## src/rtl/cta_pkg.sv

```systemverilog
`timescale 1ns / 1ps
`default_nettype none
// ----------------------------------------------------------------------------
// cta_pkg
// Types and constants shared by the calendar time advance unit.
// ----------------------------------------------------------------------------
// ----------------------------------------------------------------------------
package cta_pkg;

   localparam int unsigned MaxDays = 12;
   localparam logic [0:0] CsrAddrInterval = 1'b0;

   typedef struct packed {
      logic [11:0] in_year;
      logic [3:0]  in_month;
      logic [4:0]  in_day;
      logic [4:0]  in_hour;
      logic [5:0]  in_minute;
      logic [5:0]  in_second;
      logic [2:0]  in_weekday;
   } req_payload_type;

   typedef struct packed {
      logic [11:0] out_year;
      logic [3:0]  out_month;
      logic [4:0]  out_day;
      logic [4:0]  out_hour;
      logic [5:0]  out_minute;
      logic [5:0]  out_second;
      logic [2:0]  out_weekday;
   } rsp_payload_type;

   typedef struct packed {
      logic [11:0] year;
      logic [3:0]  month;
      logic [4:0]  day;
   } date_type;

   function automatic logic is_leap(input logic [11:0] y);
      logic [5:0]  q100;
      logic [11:0] m100;
      q100 = 6'((25'(y) * 25'd5243) >> 19);
      m100 = 12'(q100) * 12'd100;
      return ((y[1:0] == 2'b00) && (m100 != y))
             || ((m100 == y) && (q100[1:0] == 2'b00));
   endfunction

   function automatic logic [2:0] wrap_weekday(input logic [4:0] s);
      logic [4:0] r;
      r = s;
      if (r >= 5'd14) begin
         r = r - 5'd14;
      end else if (r >= 5'd7) begin
         r = r - 5'd7;
      end
      return r[2:0];
   endfunction

   function automatic logic [4:0] month_days(input logic [3:0] m, input logic leap);
      logic [4:0] d;
      case (m)
         4'd2:                      d = leap ? 5'd29 : 5'd28;
         4'd4, 4'd6, 4'd9, 4'd11:   d = 5'd30;
         default:                   d = 5'd31;
      endcase
      return d;
   endfunction

   function automatic date_type next_day(input date_type a, input logic leap);
      date_type r;
      r = a;
      if (a.day < month_days(a.month, leap)) begin
         r.day = a.day + 5'd1;
      end else begin
         r.day = 5'd1;
         if (a.month == 4'd0) begin
            r.month = 4'd1;
         end else if (a.month >= 4'd12) begin
            r.month = 4'd1;
            r.year  = a.year + 12'd1;
         end else begin
            r.month = a.month + 4'd1;
         end
      end
      return r;
   endfunction

endpackage
`default_nettype wire

```

## src/rtl/calendar_time_advance_unit.sv

```systemverilog
`timescale 1ns / 1ps
`default_nettype none
// ----------------------------------------------------------------------------
// calendar_time_advance_unit
// Adds a configured minute interval to a calendar time.
// ----------------------------------------------------------------------------
//  channel   direction  handshake
//  req_      in         req_valid / req_stall
//  rsp_      out        rsp_valid / rsp_stall
//  p*        in         APB write/read of interval_ff
//  Stages: two time stages, twelve day stages, one output stage.
//  One transfer per cycle; the whole pipe holds while rsp_stall is high and
//  the output register is full. Reset clears all valid bits and the interval.
// ----------------------------------------------------------------------------
module calendar_time_advance_unit (
   input  wire logic                      clock,
   input  wire logic                      reset,
   input  wire logic                      req_valid,
   output logic                           req_stall,
   input  wire cta_pkg::req_payload_type  req_payload,
   output logic                           rsp_valid,
   input  wire logic                      rsp_stall,
   output cta_pkg::rsp_payload_type       rsp_payload,
   input  wire logic                      psel,
   input  wire logic                      penable,
   input  wire logic                      pwrite,
   input  wire logic [2:0]                paddr,
   input  wire logic [31:0]               pwdata,
   output logic [31:0]                    prdata,
   output logic                           pready
);
   localparam int unsigned N = cta_pkg::MaxDays;

   logic [13:0]       interval_ff;
   logic              advance;
   logic              tv;
   cta_pkg::date_type tdate;
   logic [4:0]        thour;
   logic [5:0]        tmin;
   logic [5:0]        tsec;
   logic [2:0]        twd;
   logic [3:0]        tdays;
   logic              tleap;

   logic              sv   [N+1];
   cta_pkg::date_type sd   [N+1];
   logic              sl   [N+1];
   logic [3:0]        sleft[N+1];

   logic [4:0]  h_ff [N];
   logic [5:0]  m_ff [N];
   logic [5:0]  s_ff [N];
   logic [2:0]  w_ff [N];

   assign pready    = 1'b1;
   assign prdata    = {18'd0, interval_ff};
   assign advance   = !(rsp_valid && rsp_stall);
   assign req_stall = !advance;

   always_ff @(posedge clock) begin
      if (reset) begin
         interval_ff <= 14'd0;
      end else if (psel && penable && pwrite && (paddr[2] == cta_pkg::CsrAddrInterval)) begin
         interval_ff <= pwdata[13:0];
      end
   end

   cta_time_stage u_time (
      .clock, .reset, .advance,
      .in_valid(req_valid), .in_data(req_payload), .interval(interval_ff),
      .out_valid(tv), .out_date(tdate), .out_hour(thour), .out_minute(tmin),
      .out_second(tsec), .out_weekday(twd), .out_days(tdays), .out_leap(tleap)
   );

   assign sv[0]    = tv;
   assign sd[0]    = tdate;
   assign sl[0]    = tleap;
   assign sleft[0] = tdays;

   for (genvar g = 0; g < N; g++) begin : g_day
      cta_day_stage u_day (
         .clock, .reset, .advance,
         .in_valid(sv[g]), .in_date(sd[g]), .in_leap(sl[g]), .in_left(sleft[g]),
         .out_valid(sv[g+1]), .out_date(sd[g+1]), .out_leap(sl[g+1]),
         .out_left(sleft[g+1])
      );
      always_ff @(posedge clock) begin
         if (advance) begin
            h_ff[g] <= (g == 0) ? thour : h_ff[(g == 0) ? 0 : g-1];
            m_ff[g] <= (g == 0) ? tmin  : m_ff[(g == 0) ? 0 : g-1];
            s_ff[g] <= (g == 0) ? tsec  : s_ff[(g == 0) ? 0 : g-1];
            w_ff[g] <= (g == 0) ? cta_pkg::wrap_weekday(5'(twd) + 5'(tdays))
                                : w_ff[(g == 0) ? 0 : g-1];
         end
      end
   end

   always_ff @(posedge clock) begin
      if (reset) begin
         rsp_valid <= 1'b0;
      end else if (advance) begin
         rsp_valid <= sv[N];
      end
      if (advance) begin
         rsp_payload <= '{sd[N].year, sd[N].month, sd[N].day,
                          h_ff[N-1], m_ff[N-1], s_ff[N-1], w_ff[N-1]};
      end
   end

   a_hold: assert property (@(posedge clock) disable iff (reset)
      rsp_valid && rsp_stall |=> rsp_valid && $stable(rsp_payload))
      else $error("result dropped under stall");
   a_range: assert property (@(posedge clock) disable iff (reset)
      rsp_valid |-> rsp_payload.out_hour < 5'd24 && rsp_payload.out_minute < 6'd60
                    && rsp_payload.out_weekday < 3'd7)
      else $error("time field out of range");
   a_stall: assert property (@(posedge clock) disable iff (reset)
      req_stall |-> rsp_valid && rsp_stall)
      else $error("input stalled without cause");
endmodule
`default_nettype wire

```

## src/rtl/cta_time_stage.sv

```systemverilog
`timescale 1ns / 1ps
`default_nettype none
// ----------------------------------------------------------------------------
// cta_time_stage
// Splits minute total into minute, hour and carried days over two stages.
// ----------------------------------------------------------------------------
// ----------------------------------------------------------------------------
module cta_time_stage (
   input  wire logic                      clock,
   input  wire logic                      reset,
   input  wire logic                      advance,
   input  wire logic                      in_valid,
   input  wire cta_pkg::req_payload_type  in_data,
   input  wire logic [13:0]               interval,
   output logic                           out_valid,
   output cta_pkg::date_type              out_date,
   output logic [4:0]                     out_hour,
   output logic [5:0]                     out_minute,
   output logic [5:0]                     out_second,
   output logic [2:0]                     out_weekday,
   output logic [3:0]                     out_days,
   output logic                           out_leap
);
   logic                         v1_ff;
   cta_pkg::req_payload_type     p1_ff;
   logic [8:0]                   hrs1_ff;
   logic [5:0]                   min1_ff;
   logic [14:0]                  tot;
   logic [8:0]                   hq;
   logic [13:0]                  hrem;
   logic [8:0]                   th;
   logic [3:0]                   dq;

   always_comb begin
      tot  = {1'b0, interval} + {9'd0, in_data.in_minute};
      hq   = 9'((25'(tot) * 25'd1092) >> 16);
      hrem = 14'(tot - 15'(hq) * 15'd60);
      if (hrem >= 14'd60) begin
         hq   = hq + 9'd1;
         hrem = hrem - 14'd60;
      end
   end

   always_ff @(posedge clock) begin
      if (reset) begin
         v1_ff <= 1'b0;
      end else if (advance) begin
         v1_ff <= in_valid;
      end
      if (advance) begin
         p1_ff   <= in_data;
         hrs1_ff <= hq;
         min1_ff <= hrem[5:0];
      end
   end

   always_comb begin
      th = hrs1_ff + {4'd0, p1_ff.in_hour};
      dq = 4'((16'(th) * 16'd171) >> 12);
      if (9'(th - 9'(dq * 9'd24)) >= 9'd24) begin
         dq = dq + 4'd1;
      end
   end

   always_ff @(posedge clock) begin
      if (reset) begin
         out_valid <= 1'b0;
      end else if (advance) begin
         out_valid <= v1_ff;
      end
      if (advance) begin
         out_date    <= '{p1_ff.in_year, p1_ff.in_month, p1_ff.in_day};
         out_hour    <= 5'(th - 9'(dq * 9'd24));
         out_minute  <= min1_ff;
         out_second  <= p1_ff.in_second;
         out_weekday <= p1_ff.in_weekday;
         out_days    <= dq;
         out_leap    <= cta_pkg::is_leap(p1_ff.in_year);
      end
   end
endmodule
`default_nettype wire

```

## src/rtl/cta_day_stage.sv

```systemverilog
`timescale 1ns / 1ps
`default_nettype none
// ----------------------------------------------------------------------------
// cta_day_stage
// One pipeline stage that steps the date by one day if days remain.
// ----------------------------------------------------------------------------
// ----------------------------------------------------------------------------
module cta_day_stage (
   input  wire logic               clock,
   input  wire logic               reset,
   input  wire logic               advance,
   input  wire logic               in_valid,
   input  wire cta_pkg::date_type  in_date,
   input  wire logic               in_leap,
   input  wire logic [3:0]         in_left,
   output logic                    out_valid,
   output cta_pkg::date_type       out_date,
   output logic                    out_leap,
   output logic [3:0]              out_left
);
   cta_pkg::date_type stepped;
   logic              step_leap;

   always_comb begin
      stepped   = cta_pkg::next_day(in_date, in_leap);
      step_leap = (stepped.year != in_date.year) ? cta_pkg::is_leap(stepped.year) : in_leap;
   end

   always_ff @(posedge clock) begin
      if (reset) begin
         out_valid <= 1'b0;
      end else if (advance) begin
         out_valid <= in_valid;
      end
      if (advance) begin
         if (in_left != 4'd0) begin
            out_date <= stepped;
            out_leap <= step_leap;
            out_left <= in_left - 4'd1;
         end else begin
            out_date <= in_date;
            out_leap <= in_leap;
            out_left <= in_left;
         end
      end
   end
endmodule
`default_nettype wire

```

## config.mk

```make
export PLATFORM = sky130hd
export DESIGN_NAME = calendar_time_advance_unit
export DESIGN_NICKNAME = d
export VERILOG_FILES = /design/src/rtl/cta_pkg.sv /design/src/rtl/calendar_time_advance_unit.sv /design/src/rtl/cta_time_stage.sv /design/src/rtl/cta_day_stage.sv
export SDC_FILE = /design/constraint.sdc
export NUM_CORES = 2
export LEC_CHECK = 0
export BUFFER_PORTS_ARGS = -buffer_cell sky130_fd_sc_hd__buf_2
export CAP_MARGIN = 10
export CORE_ASPECT_RATIO = 1.25
export CORE_MARGIN = 1.5
export CORE_UTILIZATION = 30
export DETAILED_ROUTE_END_ITERATION = 12
export GPL_TIMING_DRIVEN = 0
export PLACE_DENSITY = 0.48
export RECOVER_POWER = 25
export SLEW_MARGIN = 0
export SYNTH_ARGS = -nofsm -noshare
export SYNTH_HDL_FRONTEND = slang
export SYNTH_SLANG_ARGS = --single-unit
```

## constraint.sdc

```tcl
create_clock -name clock -period 22.2 [get_ports clock]
set_input_delay 1.11 -clock clock [delete_from_list [all_inputs] [get_ports clock]]
set_output_delay 1.11 -clock clock [all_outputs]
set_load 0.01 [all_outputs]
```

Yosys cells after proc, flatten, opt, wreduce, memory -nomap -nowiden
Memories as Yosys holds them, arrays and structs flattened. A register that Yosys moved wholly into a read port is not among the register bits.
Index checks and enable logic that the tools add are counted.
{ "totals": {"regBits": 453, "ramBits": 240, "in_bits": 83, "output_inout_bits": 76, "wordCells": 561, "n_memories": 4} }
{ "op_classes": {"addsub": 58, "mul": 29, "n_lt_le_gt_ge": 28, "n_eq_ne": 95, "mux": 148, "bitwise_logic": 1, "reduce_logical": 104} }
{ "memory_table": {"columns": ["name", "depth", "word_bits", "read_ports", "rd_ports_with_merged_regs", "wr", "line_no", "source"], "rows": [
  ["m_ff", 12, 6, 12, 1, 12, "calendar_time_advance_unit.sv:51", "logic [5:0] m_ff [N];"],
  ["s_ff", 12, 6, 12, 1, 12, "calendar_time_advance_unit.sv:52", "logic [5:0] s_ff [N];"],
  ["h_ff", 12, 5, 12, 1, 12, "calendar_time_advance_unit.sv:50", "logic [4:0] h_ff [N];"],
  ["w_ff", 12, 3, 12, 1, 12, "calendar_time_advance_unit.sv:53", "logic [2:0] w_ff [N];"]
]} }
{ "ops": {"columns": ["operator", "count"], "rows": [
  ["$mul A12 B13 Y25 const B", 12],
  ["$mux W12", 24],
  ["$ne A12 B12 Y1", 23],
  ["$mux W21", 12],
  ["$mux W16", 12],
  ["$add A12 B1 Y12 const B", 12],
  ["$eq A12 B12 Y1", 12],
  ["$mux W4", 36],
  ["$mul A6 B5 Y10 const B", 12],
  ["$pmux W5 S2", 12],
  ["$eq A4 B3 Y1 const B", 24],
  ["$eq A4 B4 Y1 const B", 24],
  ["$add A5 B1 Y5 const B", 12],
  ["$lt A5 B5 Y1", 12],
  ["$mux W5", 12],
  ["$add A4 B1 Y4 const B", 13],
  ["$eq A4 B2 Y1 const B", 12],
  ["$ge A4 B4 Y1 const B", 12],
  ["$logic_not A2 Y1", 24],
  ["$logic_not A4 Y1", 12],
  ["$reduce_bool A4 Y1", 12],
  ["$reduce_or A4 Y1", 12],
  ["$sub A4 B1 Y4 const B", 11],
  ["$mux W1", 35],
  ["other kinds (25)", 69]
]} }

Longest topological paths before layout
{ "depth": {"word_depth": 12, "mapped_depth": 44, "depth_no_buf": 44} }

Hierarchy
Synthesis repeated with hierarchy kept, for this count alone.
{ "unflattened": {"hier_cells": 7413, "area_unflattened_um2": 78816.8} }
{ "by_module_without_submodules": {"columns": ["module", "n_inst", "cells_each", "area_per_inst_um2", "seq_area_each_um2"], "rows": [
  ["cta_day_stage (g_day[0].u_day ...)", 9, 500, 4849.7, 800.8],
  ["cta_time_stage", 1, 944, 10654.0, 2922.8],
  ["calendar_time_advance_unit", 1, 402, 9400.3, 8738.4],
  ["cta_day_stage (g_day[2].u_day)", 1, 525, 5124.9, 800.8],
  ["cta_day_stage (g_day[8].u_day)", 1, 521, 5009.8, 800.8],
  ["cta_day_stage (g_day[9].u_day)", 1, 521, 4981.0, 800.8]
]} }

Least setup slack after synthesis
OpenSTA, ideal clock, no wires.
{ "synth_timing": {"kind": "in2reg", "start": "input port rsp_stall", "end": "register g_day[0].u_day.out_date[0] (netlist name), enable pin", "setup_time_ns": 1.314, "arrival_time_ns": 19.828, "required_ns": 20.886, "slack_ns": 1.057, "path_stages": 2, "path_buffers": 1, "cell_sequence": "nand2_1 -> clkbuf_1"} }
{ "synth_via": {"elab_chain_cells": 1} }
{ "synth_lines": {"columns": ["item", "line_no", "source"], "rows": [
  ["start, declared", "calendar_time_advance_unit.sv:22", "input wire logic rsp_stall,"],
  ["$logic_and A1 B1 Y1", "calendar_time_advance_unit.sv:57", "assign advance = !(rsp_valid && rsp_stall);"],
  ["end signal, assigned", "cta_day_stage.sv:37", "out_date <= stepped;"],
  ["end signal, assigned", "cta_day_stage.sv:41", "out_date <= in_date;"],
  ["end, declared", "cta_day_stage.sv:17", "output cta_pkg::date_type out_date,"]
]} }
No other way between the ends.
A chain may end at the register's enable or synchronous reset.

Worst setup path in the final report
{ "layout_timing": {"start": "input port req_payload[9] (netlist name)", "end": "register u_time.hrs1_ff[2] (data pin)"} }
{ "layout_via": {"elab_chain_cells": 6, "elab_cells_between_ends": 7, "cone_classes": "3 x add/sub; 2 x mul; 1 x order compare; 1 x mux"} }
{ "layout_lines": {"columns": ["item", "line_no", "source"], "rows": [
  ["start, declared", "calendar_time_advance_unit.sv:20", "input wire cta_pkg::req_payload_type req_payload,"],
  ["$add A14 B6 Y15 (*)", "cta_time_stage.sv:35", "tot = {1'b0, interval} + {9'd0, in_data.in_minute};"],
  ["$mul A15 B9 Y23", "cta_time_stage.sv:36", "hq = 9'((25'(tot) * 25'd1092) >> 16);"],
  ["$mul A9 B4 Y12", "cta_time_stage.sv:37", "hrem = 14'(tot - 15'(hq) * 15'd60);"],
  ["$sub A14 B14 Y14", "cta_time_stage.sv:37", null],
  ["$ge A14 B6 Y1", "cta_time_stage.sv:38", "if (hrem >= 14'd60) begin"],
  ["$mux W9 (*)", "cta_time_stage.sv:38", null],
  ["net u_time.hq[2]", "cta_time_stage.sv:29", "logic [8:0] hq;"],
  ["end signal, assigned", "cta_time_stage.sv:52", "hrs1_ff <= hq;"],
  ["end, declared", "cta_time_stage.sv:26", "logic [8:0] hrs1_ff;"]
]} }
Mark *: on every way through the listed nets, which the timed path passes. The rest lies on a longest branch.

==> implementation parameters <==
Parameter                              Value

Status
  Result of the run    finished clean

Yosys
  Synthesis Warnings    0
  Async S/R FF share, synth    0%
  Fraction of the yosys area taken by sequential cells    28.6%
  Number of instances in the synthesized netlist    6934
  Number of library cell types mapped by synthesis    89
  Number of enable flip-flop cells after synthesis    684
  Avg Inst Size Synth    10.6 sq um
  Post-synth design cell area    73800 sq um
  #FFs+latches synth    713
  Top_reg_cell synth    sky130_fd_sc_hd__edfxtp_1

Detailed routing
  Initial drt markers    1458
  Routed vias/inst    4.48
  Via Count    47200
  Antenna-violating nets left    0
  Initial DRT Pass Iterations    5
  Total detailed-routing wirelength    152 mm
  Number of remaining DRC errors    0
  Routed wire length per instance    14.4 um

Global routing
  Overall routing resource usage    12.5%
  Wire length of the first global-routing pass    254 mm
  Antenna violations before repair    1
  Vias in the first global route    50400
  Aggregate global routing overflow    0
  Maximum number of pins on one net before global-route repair    67

STA
  Clk_skew    71.1 ps
  Time the worst path needs with I/O delays and setup    11370 ps
  Setup TNS    0 ps
  Setup ws final    10830 ps
  Setup repair after global routing missed its margin    false
  Least-Margin Pin Slew    1140 ps
  Worst hold slack after final layout    385 ps
  Upper clock frequency limit    87.9 MHz
  Period Utilization, post-route    51.2%
  Number of failing setup endpoints in the final timing report    0
  Final Max Tran Viols    0
  Worst-case headroom to the max-slew limit    24.2%
  Final Hold Violating Endpoints    0

Clock network
  Clock tree root driver cell    sky130_fd_sc_hd__clkbuf_16
  Gates resized, CTS repair    0
  CTS Sinks    713
  Post-cts hold buffer count    0
  Post-CTS Repair Setup Buffers    0
  Clock tree from TritonCTS    yes
  Later-pin clock latency in the skew report    740 ps
  Clock edge transition at the registers on the reported setup and hold paths    60 ps
  Clock buffer depth    3
  H-tree levels    3
  CTS Buf Count    90

Cells and area
  Final instance area    81900 sq um
  Layout cells sized above 1    5.27%
  # diodes    0
  Final-stage net count    9300
  Area growth from synthesis to layout    11.0%
  Filler Cell Count    24800

Place
  PortBufs    118
  Setup WS pre-CTS    9870 ps
  Placed cell area    78900 sq um
  DPL Wire Length    128 mm
  Final GP Congestion    0.828

Critical path
  Largest stage delay on the critical path    760 ps
  Cell with the biggest individual delay on the critical path    sky130_fd_sc_hd__o41ai_1
  Endpoint kind of the worst setup timing path    flip-flop
  WP data required    22650 ps
  Maximum fanout count along the critical path    10
  Crit path arrival time    11820 ps
  Startpoint type of the worst setup path    primary input
  Crit Path Category    primary input to flip-flop
  Most used cell along the critical path    sky130_fd_sc_hd__ha_1

Min path
  Class of the tightest hold or removal check    flip-flop to flip-flop

Run
  Max_cap viols    0

Floorplanning
  I/O pin cnt    159
  Floorplan core area    245000 sq um
  Number of placement rows    203
  Effective utilization at floorplan    30.2%
  Total die area    249000 sq um
  Chip Height    558 um
  Overall die width    447 um
-- synthesized netlist by cell type (24+ instances only) --
library cell               number  share of area, %
sky130_fd_sc_hd__nand2b_1      34              0.29
sky130_fd_sc_hd__fa_1         572                16
sky130_fd_sc_hd__o21ai_0      191               1.3
sky130_fd_sc_hd__nand2_1      362               1.8
sky130_fd_sc_hd__o21a_1        31              0.32
sky130_fd_sc_hd__clkbuf_1      61              0.31
sky130_fd_sc_hd__ha_1        1469                25
sky130_fd_sc_hd__a21oi_1      220               1.5
sky130_fd_sc_hd__a31oi_1       44              0.37
sky130_fd_sc_hd__a21o_1        99               1.0
sky130_fd_sc_hd__edfxtp_1     684                28
sky130_fd_sc_hd__or2_2         24              0.20
sky130_fd_sc_hd__nor2_1       250               1.3
sky130_fd_sc_hd__mux2i_1       29              0.39
sky130_fd_sc_hd__inv_1       1420               7.2
sky130_fd_sc_hd__xnor2_1      398               4.7
sky130_fd_sc_hd__dfxtp_1       29              0.79
sky130_fd_sc_hd__and2_1        41              0.35
sky130_fd_sc_hd__nand4_1       85              0.72
sky130_fd_sc_hd__nor4_1        30              0.25
sky130_fd_sc_hd__xor2_1       223               2.6
sky130_fd_sc_hd__mux2_2        25              0.38
sky130_fd_sc_hd__nand3_1      140              0.95
sky130_fd_sc_hd__nor3_1        85              0.58
sky130_fd_sc_hd__and3_1        46              0.39
-- critical path, delay by kind of cell --
kind	cells	cell delay, ps
xor gates and xnor gates	4	1170
and+or+nand+nor	7	1240
AOI/OAI and AO/OA	12	3650
adders and majority gates	10	3610
buffers and inverters	7	1010
-- cell families (layout without fill, tap and decap cells) --
group                      Yosys count  count (layout)  share of synthesized area [%]
AOI/OAI and AO/OA                  770             770                           6.63
xor gates and xnor gates           632             632                           7.69
adders and majority gates         2041            2041                           40.4
buffers and inverters             1511            1812                           7.79
DFF                                713             713                           28.6
muxes                               54              54                          0.775
other                                2              19                         0.0102
and+or+nand+nor                   1211            1211                           8.07
-- state kept, by name (all words and copies together) (netlist names), 35 cells and up --
register / cells
g_day.u_day.out_left: 44
w_ff: 36
h_ff: 60
s_ff: 72
u_time.p1_ff: 35
rsp_payload: 41
g_day.u_day.out_date: 252
m_ff: 72
-- per-stage QoR --
| step | std cells | util (%) |
|---|---|---|
| finish | 10500 | 33.5 |
| CTS | 10500 | 33.5 |
| detailed placement | 10400 | 32.3 |
| global route | 10500 | 33.5 |
| global placement | 10300 | 32.1 |
| floorplan | 6951 | - |
-- metal layers --
layer / up-vias / part of all wire, % / global-route usage, %
li1: 23800 / - / -
met1: 22800 / 42 / 14.2
met5: - / 0 / 0
met3: 187 / 2.2 / 1.41
met4: 0 / 2.3 / 3.32
met2: 429 / 54 / 24.2
-- path summary, 6_finish.rpt --
check        cells past startpoint  slack [ps]                end           start
min reg2reg                      0         390        s_ff[11][3]     s_ff[10][3]
min                              0         390        s_ff[11][3]     s_ff[10][3]
max                             40       10830  u_time.hrs1_ff[2]  req_payload[9]
max reg2reg                     39       10980  u_time.hrs1_ff[2]  interval_ff[0]
-- cells in the final DEF, fill, tap and decap left out, types with 16 or more instances in the layout --
master,n
sky130_fd_sc_hd__a2111oi_0,17
sky130_fd_sc_hd__edfxtp_1,684
sky130_fd_sc_hd__or2_2,24
sky130_fd_sc_hd__nor3_1,85
sky130_fd_sc_hd__conb_1,19
sky130_fd_sc_hd__nor2_1,250
sky130_fd_sc_hd__and3_1,46
sky130_fd_sc_hd__or3_1,16
sky130_fd_sc_hd__inv_1,1420
sky130_fd_sc_hd__fa_1,572
sky130_fd_sc_hd__nand3_1,140
sky130_fd_sc_hd__and2_1,41
sky130_fd_sc_hd__a21o_1,99
sky130_fd_sc_hd__mux2i_1,29
sky130_fd_sc_hd__nor3b_1,18
sky130_fd_sc_hd__buf_4,19
sky130_fd_sc_hd__nand2_1,362
sky130_fd_sc_hd__buf_2,123
sky130_fd_sc_hd__a31oi_1,44
sky130_fd_sc_hd__dfxtp_1,29
sky130_fd_sc_hd__o31ai_1,21
sky130_fd_sc_hd__mux2_2,25
sky130_fd_sc_hd__clkbuf_16,90
sky130_fd_sc_hd__nand4_1,85
sky130_fd_sc_hd__xor2_1,223
sky130_fd_sc_hd__xnor2_1,398
sky130_fd_sc_hd__clkbuf_1,75
sky130_fd_sc_hd__o21ai_0,191
sky130_fd_sc_hd__a21oi_1,220
sky130_fd_sc_hd__nor4_1,29
sky130_fd_sc_hd__nand2b_1,34
sky130_fd_sc_hd__nor2b_1,17
sky130_fd_sc_hd__ha_1,1469
sky130_fd_sc_hd__clkinv_2,20
sky130_fd_sc_hd__o21a_1,31
sky130_fd_sc_hd__o21bai_1,23
-- layout make-up --
class	count	area, sq um	share of cell area (%)
repair buffers	133	917	1.12
plain buffers	91	424	0.518
clock inverters	62	677	0.826
inverters	1420	5330	6.51
clock buffers	106	2340	2.86
well taps	3280	4100	5.01
flip-flops and latches	713	21100	25.8
multi-input cells	4727	47000	57.4
Power is left out: the tool's default activity adds up to more than one toggle a clock period on the data nets, which glitch-free logic cannot reach.
